$ cat src/design/m64a_pkg.sv
`timescale 1ns / 1ps
// Shared constants, types and helpers for the MurmurHash64A unit.
// No dependencies; used by the multiplier, the top level and the testbench.
package m64a_pkg;

	localparam logic [63:0] MUL_M      = 64'hc6a4a7935bd1e995;
	localparam logic [31:0] MUL_M_LO   = MUL_M[31:0];
	localparam logic [31:0] MUL_M_HI   = MUL_M[63:32];
	localparam int unsigned SHIFT_R    = 47;
	localparam logic [63:0] SEED_RESET = 64'h000000005bd1e995;

	typedef enum logic [1:0] {
		ST_IDLE,
		ST_BUSY,
		ST_OUT
	} state_t;

	// what to do with the product when the multiplier finishes
	typedef enum logic [2:0] {
		PH_LEN,
		PH_W1,
		PH_W2,
		PH_H,
		PH_TAIL,
		PH_FIN
	} phase_t;

	typedef struct packed {
		logic [63:0] x;
		phase_t      ph;
	} disp_t;

	function automatic logic [63:0] xs47(input logic [63:0] v);
		return v ^ (v >> SHIFT_R);
	endfunction

	// first multiply for a word, given the running hash and the word
	function automatic disp_t dispatch(input logic [63:0] h, input logic [63:0] word,
		input logic last, input logic [31:0] len);
		disp_t       d;
		logic [63:0] mask;
		mask = '0;
		for (int i = 0; i < 8; i++) begin
			if (3'(i) < len[2:0]) mask[i*8 +: 8] = 8'hff;
		end
		if (!last) begin
			d.x  = word;
			d.ph = PH_W1;
		end else if (len[2:0] != 3'd0) begin
			d.x  = h ^ (word & mask);
			d.ph = PH_TAIL;
		end else if (len != 32'd0) begin
			d.x  = word;
			d.ph = PH_W1;
		end else begin
			d.x  = xs47(h);
			d.ph = PH_FIN;
		end
		return d;
	endfunction

endpackage

$ cat src/design/m64a_ifs.sv
`timescale 1ns / 1ps
// Valid/ready channel interfaces of the MurmurHash64A unit.
// No dependencies.
interface m64a_in_if;
	logic        valid;
	logic        ready;
	logic [63:0] data_word;
	logic [31:0] message_length;
	logic        last;
	modport source (output valid, data_word, message_length, last, input ready);
	modport sink   (input valid, data_word, message_length, last, output ready);
endinterface

interface m64a_out_if;
	logic        valid;
	logic        ready;
	logic [63:0] hash_value;
	modport source (output valid, hash_value, input ready);
	modport sink   (input valid, hash_value, output ready);
endinterface

interface m64a_cfg_if;
	logic        valid;
	logic        ready;
	logic [63:0] data;
	modport source (output valid, data, input ready);
	modport sink   (input valid, data, output ready);
endinterface

$ cat src/design/murmur64a_hash_unit.sv
`timescale 1ns / 1ps
// Top level of the MurmurHash64A unit: sequencer around m64a_mul.
// Depends on m64a_pkg, m64a_ifs and m64a_mul.
//
// Usage:
//   req carries one 64-bit word per handshake: data_word (little endian),
//   message_length (sampled only on the first word of a message) and last.
//   rsp returns one hash_value per message, after the word marked last.
//   cfg writes the 64-bit seed (reset 0x5bd1e995); it is always ready and
//   should be written only between messages.
// Timing:
//   every 64-bit multiply by M runs on the single 32x32 multiplier of m64a_mul.
//   First word of a message: an extra multiply for length * M.
//   Full word: 3 multiplies, then req.ready goes high again; a new word is
//   taken only once the previous one is done.
//   Last word: tail fold (one multiply) or full mix (3 multiplies), then the
//   finalizer multiply and the ST_OUT state, which loads the output register.
//   An empty message needs only the length and finalizer multiplies.
//   req.ready is low while a word is being processed.
// Reset clears the message state and the output valid flag and loads the seed.
// rsp has its own output register: a stalled receiver does not block the
// next message until a second hash is finished and waits for the slot.
module murmur64a_hash_unit (
	input  logic                clk,
	input  logic                arst_n,
	m64a_in_if.sink             req,
	m64a_out_if.source          rsp,
	m64a_cfg_if.sink            cfg
);

	m64a_pkg::state_t state_q, state_nxt;
	m64a_pkg::phase_t phase_q, phase_nxt;
	m64a_pkg::disp_t  d;

	logic [63:0] seed_q;
	logic [63:0] h_q, h_nxt;
	logic [63:0] word_q;
	logic        last_q;
	logic [31:0] len_q, len_nxt;
	logic        in_msg_q, in_msg_nxt;
	logic [63:0] hash_q;
	logic        out_valid_q;
	logic        out_load;
	logic        accept;

	logic        mul_start;
	logic [63:0] mul_x;
	logic [63:0] r;
	logic        mul_done;

	m64a_mul u_mul (
		.clk    (clk),
		.arst_n (arst_n),
		.start  (mul_start),
		.x      (mul_x),
		.prod   (r),
		.done   (mul_done)
	);

	assign req.ready = (state_q == m64a_pkg::ST_IDLE);
	assign accept    = req.valid && req.ready;
	assign cfg.ready = 1'b1;

	always_comb begin
		state_nxt  = state_q;
		phase_nxt  = phase_q;
		h_nxt      = h_q;
		len_nxt    = len_q;
		in_msg_nxt = in_msg_q;
		mul_start  = 1'b0;
		mul_x      = '0;
		out_load   = 1'b0;
		d          = m64a_pkg::dispatch(h_q, req.data_word, req.last, len_q);
		unique case (state_q)
			m64a_pkg::ST_IDLE: begin
				if (accept) begin
					mul_start  = 1'b1;
					in_msg_nxt = 1'b1;
					state_nxt  = m64a_pkg::ST_BUSY;
					if (!in_msg_q) begin
						len_nxt   = req.message_length;
						mul_x     = {32'd0, req.message_length};
						phase_nxt = m64a_pkg::PH_LEN;
					end else begin
						mul_x     = d.x;
						phase_nxt = d.ph;
					end
				end
			end
			m64a_pkg::ST_BUSY: begin
				if (mul_done) begin
					unique case (phase_q)
						m64a_pkg::PH_LEN: begin
							h_nxt     = seed_q ^ r;
							d         = m64a_pkg::dispatch(seed_q ^ r, word_q, last_q, len_q);
							mul_start = 1'b1;
							mul_x     = d.x;
							phase_nxt = d.ph;
						end
						m64a_pkg::PH_W1: begin
							mul_start = 1'b1;
							mul_x     = m64a_pkg::xs47(r);
							phase_nxt = m64a_pkg::PH_W2;
						end
						m64a_pkg::PH_W2: begin
							mul_start = 1'b1;
							mul_x     = h_q ^ r;
							phase_nxt = m64a_pkg::PH_H;
						end
						m64a_pkg::PH_H: begin
							h_nxt = r;
							if (last_q) begin
								mul_start = 1'b1;
								mul_x     = m64a_pkg::xs47(r);
								phase_nxt = m64a_pkg::PH_FIN;
							end else begin
								state_nxt = m64a_pkg::ST_IDLE;
							end
						end
						m64a_pkg::PH_TAIL: begin
							mul_start = 1'b1;
							mul_x     = m64a_pkg::xs47(r);
							phase_nxt = m64a_pkg::PH_FIN;
						end
						m64a_pkg::PH_FIN: begin
							h_nxt     = m64a_pkg::xs47(r);
							state_nxt = m64a_pkg::ST_OUT;
						end
						default: begin
							state_nxt = m64a_pkg::ST_IDLE;
						end
					endcase
				end
			end
			m64a_pkg::ST_OUT: begin
				// wait for a free output slot
				if (!out_valid_q || rsp.ready) begin
					out_load   = 1'b1;
					h_nxt      = '0;
					len_nxt    = '0;
					in_msg_nxt = 1'b0;
					state_nxt  = m64a_pkg::ST_IDLE;
				end
			end
			default: begin
				state_nxt = m64a_pkg::ST_IDLE;
			end
		endcase
	end

	always_ff @(posedge clk or negedge arst_n) begin
		if (!arst_n) begin
			state_q     <= m64a_pkg::ST_IDLE;
			phase_q     <= m64a_pkg::PH_LEN;
			in_msg_q    <= 1'b0;
			h_q         <= '0;
			len_q       <= '0;
			seed_q      <= m64a_pkg::SEED_RESET;
			out_valid_q <= 1'b0;
		end else begin
			state_q  <= state_nxt;
			phase_q  <= phase_nxt;
			in_msg_q <= in_msg_nxt;
			h_q      <= h_nxt;
			len_q    <= len_nxt;
			if (cfg.valid) seed_q <= cfg.data;
			if (out_load) out_valid_q <= 1'b1;
			else if (rsp.ready) out_valid_q <= 1'b0;
		end
	end

	always_ff @(posedge clk) begin
		if (accept) begin
			word_q <= req.data_word;
			last_q <= req.last;
		end
		if (out_load) hash_q <= h_q;
	end

	assign rsp.valid      = out_valid_q;
	assign rsp.hash_value = hash_q;

endmodule

$ cat src/design/m64a_mul.sv
`timescale 1ns / 1ps
// Iterative 64-bit by constant multiplier (low 64 bits of x * M).
// One 32x32 multiplier used three times; depends on m64a_pkg.
module m64a_mul (
	input  logic        clk,
	input  logic        arst_n,
	input  logic        start,
	input  logic [63:0] x,
	output logic [63:0] prod,
	output logic        done
);

	logic [63:0] xs_q;
	logic [63:0] acc_q;
	logic [1:0]  cnt_q;
	logic        done_q;
	logic [31:0] op_a;
	logic [31:0] op_b;
	logic [63:0] p;

	always_comb begin
		if (start) begin
			op_a = x[31:0];
			op_b = m64a_pkg::MUL_M_LO;
		end else if (cnt_q == 2'd1) begin
			op_a = xs_q[63:32];
			op_b = m64a_pkg::MUL_M_LO;
		end else begin
			op_a = xs_q[31:0];
			op_b = m64a_pkg::MUL_M_HI;
		end
		p = op_a * op_b;
	end

	always_ff @(posedge clk or negedge arst_n) begin
		if (!arst_n) begin
			cnt_q  <= 2'd0;
			done_q <= 1'b0;
		end else begin
			done_q <= (cnt_q == 2'd2) && !start;
			if (start) cnt_q <= 2'd1;
			else if (cnt_q == 2'd1) cnt_q <= 2'd2;
			else cnt_q <= 2'd0;
		end
	end

	// cross terms only reach the upper half
	always_ff @(posedge clk) begin
		if (start) begin
			xs_q  <= x;
			acc_q <= p;
		end else if (cnt_q != 2'd0) begin
			acc_q <= acc_q + {p[31:0], 32'd0};
		end
	end

	assign prod = acc_q;
	assign done = done_q;

endmodule

$ cat src/flat_wrapper.sv
// flat-port wrapper written by rule: the top's interface ports become plain ports
module murmur64a_hash_unit_flat 
  (clk, arst_n, req_valid, req_data_word, req_message_length, req_last, req_ready, rsp_valid, rsp_hash_value, rsp_ready, cfg_valid, cfg_data, cfg_ready);
  m64a_in_if req_i ();
  m64a_out_if rsp_i ();
  m64a_cfg_if cfg_i ();
  input  logic clk;
  input  logic arst_n;
  input wire logic [$bits(req_i.valid)-1:0] req_valid;
  input wire logic [$bits(req_i.data_word)-1:0] req_data_word;
  input wire logic [$bits(req_i.message_length)-1:0] req_message_length;
  input wire logic [$bits(req_i.last)-1:0] req_last;
  output wire logic [$bits(req_i.ready)-1:0] req_ready;
  output wire logic [$bits(rsp_i.valid)-1:0] rsp_valid;
  output wire logic [$bits(rsp_i.hash_value)-1:0] rsp_hash_value;
  input wire logic [$bits(rsp_i.ready)-1:0] rsp_ready;
  input wire logic [$bits(cfg_i.valid)-1:0] cfg_valid;
  input wire logic [$bits(cfg_i.data)-1:0] cfg_data;
  output wire logic [$bits(cfg_i.ready)-1:0] cfg_ready;
  assign req_i.valid = req_valid;
  assign req_i.data_word = req_data_word;
  assign req_i.message_length = req_message_length;
  assign req_i.last = req_last;
  assign req_ready = req_i.ready;
  assign rsp_valid = rsp_i.valid;
  assign rsp_hash_value = rsp_i.hash_value;
  assign rsp_i.ready = rsp_ready;
  assign cfg_i.valid = cfg_valid;
  assign cfg_i.data = cfg_data;
  assign cfg_ready = cfg_i.ready;
  murmur64a_hash_unit u_core (.clk(clk), .arst_n(arst_n), .req(req_i), .rsp(rsp_i), .cfg(cfg_i));
endmodule
$ cat config.mk
export PLATFORM = sky130hd
export DESIGN_NAME = murmur64a_hash_unit_flat
export DESIGN_NICKNAME = d
export VERILOG_FILES = /design/src/design/m64a_pkg.sv /design/src/design/m64a_ifs.sv /design/src/design/murmur64a_hash_unit.sv /design/src/design/m64a_mul.sv /design/src/flat_wrapper.sv
export SDC_FILE = /design/constraint.sdc
export NUM_CORES = 2
export LEC_CHECK = 0
export BUFFER_PORTS_ARGS = -buffer_cell sky130_fd_sc_hd__clkbuf_2
export CELL_PAD_IN_SITES_DETAIL_PLACEMENT = 0
export CELL_PAD_IN_SITES_GLOBAL_PLACEMENT = 1
export CORE_MARGIN = 2
export CORE_UTILIZATION = 45
export CTS_BUF_LIST = sky130_fd_sc_hd__clkbuf_16
export DETAILED_ROUTE_END_ITERATION = 10
export MAX_ROUTING_LAYER = met4
export PLACE_DENSITY_LB_ADDON = 0.1
export SLEW_MARGIN = 10
export SYNTH_ARGS = -nofsm -noshare
export SYNTH_HDL_FRONTEND = slang
export SYNTH_HIERARCHICAL = 1
export SYNTH_SLANG_ARGS = --single-unit
$ cat constraint.sdc
create_clock -name clk -period 15.1 [get_ports clk]
set_input_delay 3.02 -clock clk [delete_from_list [all_inputs] [get_ports clk]]
set_output_delay 3.02 -clock clk [all_outputs]
set_load 0.005 [all_outputs]
==> impl_metrics.env <==
export IMPL_cts_made_buffers=48
export IMPL_path_class="in -> reg"
export IMPL_synth_top_family_by_area="adder cells"
export IMPL_clockRootBuffer="clkbuf_16"
export IMPL_fin_tns_setup_ps=0
export IMPL_synth_compound_area_share_pct=15.5
export IMPL_n_fill_cell=10500
export IMPL_h_tree_depth=2
export IMPL_yosysTopAreaCell="fa_1"
export IMPL_die_w_um=338
export IMPL_synth_top_area_share_pct=25.3
export IMPL_drc_errors=0
export IMPL_cts_resized=0
export IMPL_cpPeakStageDelay_ps=720
export IMPL_via_per_inst=5.99
export IMPL_reg2reg_depth=42
export IMPL_synthSimpleGateAreaFrac_pct=10.3
export IMPL_clk_pin_slew_ps=60
export IMPL_synth_warnings=6
export IMPL_fin_crit_sh_pct=92.6
export IMPL_grt_total_usage_pct=35.7
export IMPL_synth_cell_type_count=104
export IMPL_crit_fanout=35
export IMPL_timing_rr_end="u_core/u_mul/prod[63]"
export IMPL_holdPathStages=1
export IMPL_worstHoldStart="u_core/u_mul/cnt_q[0]"
export IMPL_crit_slowest_cell="a21oi_1"
export IMPL_place_hpwl_um=161000
export IMPL_wl_per_cell_um=29.3
export IMPL_cts_setup_buffers=0
export IMPL_drt_wl_total_um=200000
export IMPL_cp_data_arrival_time_ps=14340
export IMPL_holdPathEnd="u_core/u_mul/done"
export IMPL_r2r_start="u_core/len_q[25]"
export IMPL_num_vias=40800
export IMPL_crit_top_cell="fa_1"
export IMPL_worstHoldPathType="reg -> reg"
export IMPL_rows=122
export IMPL_die_area_sq_um=114000
export IMPL_synth_edf_count=257
export IMPL_start_kind="input pin"
export IMPL_clock_skew_ps=40.9
export IMPL_synth_common_cells="inv_1 (766), fa_1 (636), ha_1 (418)"
export IMPL_drt_iter0_drc=4857
export IMPL_max_cap_violations=0
export IMPL_first_pass_iters=8
export IMPL_synth_xor_area_share_pct=4.35
export IMPL_fmaxAchievable_mhz=71.5
export IMPL_die_h_um=338
export IMPL_synth_area_leaders="fa_1 (25%), edfxtp_1 (15%), ha_1 (10%)"
export IMPL_postSynthAreaPerCell_sq_um=9.86
export IMPL_clock_sinks=427
export IMPL_worst_pin_slew_ps=1350
export IMPL_rsz0062_at_grt="no"
export IMPL_antenna_found_initial=11
export IMPL_post_synth_top_count_cell="inv_1"
export IMPL_yosysSeqAreaShare_pct=23.9
export IMPL_period_minus_slack_ps=13990
export IMPL_clock_latency_ps=630
export IMPL_finalHoldViolations=0
export IMPL_place_gp_congestion=1.02
export IMPL_synth_cells=5101
export IMPL_cts_path_max_buffers=3
export IMPL_synthFlopType="edfxtp_1"
export IMPL_required_ps=15460
export IMPL_cts_hold_buf=0
export IMPL_rrSetupSlack_ps=1690
export IMPL_synth_area_sq_um=50300
export IMPL_final_net_count=6496
export IMPL_status="complete, no violations"
export IMPL_end_kind="register"
export IMPL_cts_tree="built"
export IMPL_ant_nets=0
export IMPL_setup_viol=0
export IMPL_grt_max_degree=101
export IMPL_coreArea_sq_um=111000
export IMPL_post_route_cells_drive_above_1_share_pct=12.0
export IMPL_grt_pass1_vias=39800
export IMPL_synth_adder_area_share_pct=35.7
export IMPL_io_buffer_count=231
export IMPL_io_pins=233
export IMPL_grt_overflow=0
export IMPL_synthToLayoutAreaGrowth_pct=9.59
export IMPL_drv_slew=0
export IMPL_synth_seq_cells=427
export IMPL_ys_async_sr_fraction_pct=39.8
export IMPL_initial_core_util_pct=45.4
export IMPL_worst_slew_margin_rel_pct=9.66
export IMPL_grt_pass1_wl_um=289000
export IMPL_muxShareOfSynthArea_pct=2.38
stage by stage:
step / util [%] / area, sq um / worst slack (ps) / hold WS (ps) / std cells
after CTS: 49.7 / 55100 / 1280 / 477 / 6803
after floorplan: - / 50300 / 1080 / 423 / 5102
after global routing: 49.7 / 55100 / 739 / 516 / 6806
after detailed placement: 48.3 / 53600 / 664 / 459 / 6714
final: 49.7 / 55100 / 1110 / 480 / 6807
after global placement: 48.3 / 53600 / 866 / 467 / 6714
flip-flops by register name, summed over array words and instances, names as in the netlist, 3 cells and up:
| name | count |
|---|---|
| u_core/u_mul/xs_q | 64 |
| u_core/rsp.hash_value | 64 |
| u_core/h_q | 64 |
| u_core/word_q | 64 |
| u_core/seed_q | 64 |
| u_core/len_q | 32 |
| u_core/phase_q | 3 |
| u_core/u_mul/prod | 64 |
routing by layer:
| metal | wire length (um) | up-vias | share of wire (%) | global-route usage (%) |
|---|---|---|---|---|
| met4 | 6940 | 0 | 3.5 | 10.6 |
| met2 | 88600 | 1958 | 44 | 53.1 |
| met1 | 87600 | 20700 | 44 | 50.4 |
| met3 | 16300 | 292 | 8.2 | 5.67 |
| li1 | - | 17800 | - | - |
| met5 | 0 | - | 0 | - |
critical path, delay by kind of cell:
| family | cells | cell delay (ps) |
|---|---|---|
| AOI/OAI and AO/OA | 13 | 3130 |
| xor gates and xnor gates | 1 | 590 |
| and+or+nand+nor | 5 | 1230 |
| adders and majority gates | 10 | 4670 |
| buffers and inverters | 10 | 1640 |
how the worst max path moves through the flow:
stage                                  to  cells past startpoint  slack (ps)      start
floorplan           u_core/u_mul/prod[63]                     39        1080  req_valid
global placement    u_core/u_mul/prod[62]                     30         870   req_last
detailed placement  u_core/u_mul/prod[63]                     39         660   req_last
CTS                 u_core/u_mul/prod[63]                     39        1280   req_last
global route        u_core/u_mul/prod[63]                     39         740   req_last
finish              u_core/u_mul/prod[63]                     39        1110   req_last
layout by cell type (no fill, tap or decap), types with 78 or more instances in the layout:
cell,synthesis,layout
ha_1,418,417
inv_1,766,773
a21oi_1,227,227
edfxtp_1,257,257
o211ai_1,85,85
nand3_1,141,141
nor2_1,250,246
clkbuf_2,0,229
o31ai_1,85,85
fa_1,636,636
xor2_1,132,132
o21ai_0,246,237
buf_4,4,153
xnor2_1,118,118
dfrtp_1,152,151
mux2_2,78,78
nand2_1,384,383
cells by family after synthesis:
| logic type | Yosys count |
|---|---|
| AO/OA/AOI/OAI | 1129 |
| XOR/XNOR | 250 |
| flip-flops | 427 |
| AND/OR/NAND/NOR | 1097 |
| adder cells (fa/ha/maj) | 1054 |
| other | 3 |
| multiplexers | 110 |
| buffers and inverters | 1031 |
cell type report:
cell class | instances | area [sq um] | area share, %
repair buffers | 387 | 2370 | 4.31
clock inverters | 41 | 342 | 0.620
clock buffers | 48 | 1200 | 2.18
diodes | 4 | 10.0 | 0.0182
multi-input cells | 3644 | 34400 | 62.5
well taps | 1488 | 1860 | 3.38
inverters | 768 | 2880 | 5.23
flip-flops and latches | 427 | 12000 | 21.8
Power is left out: the tool's default activity adds up to more than one toggle a clock period on the data nets, which glitch-free logic cannot reach.
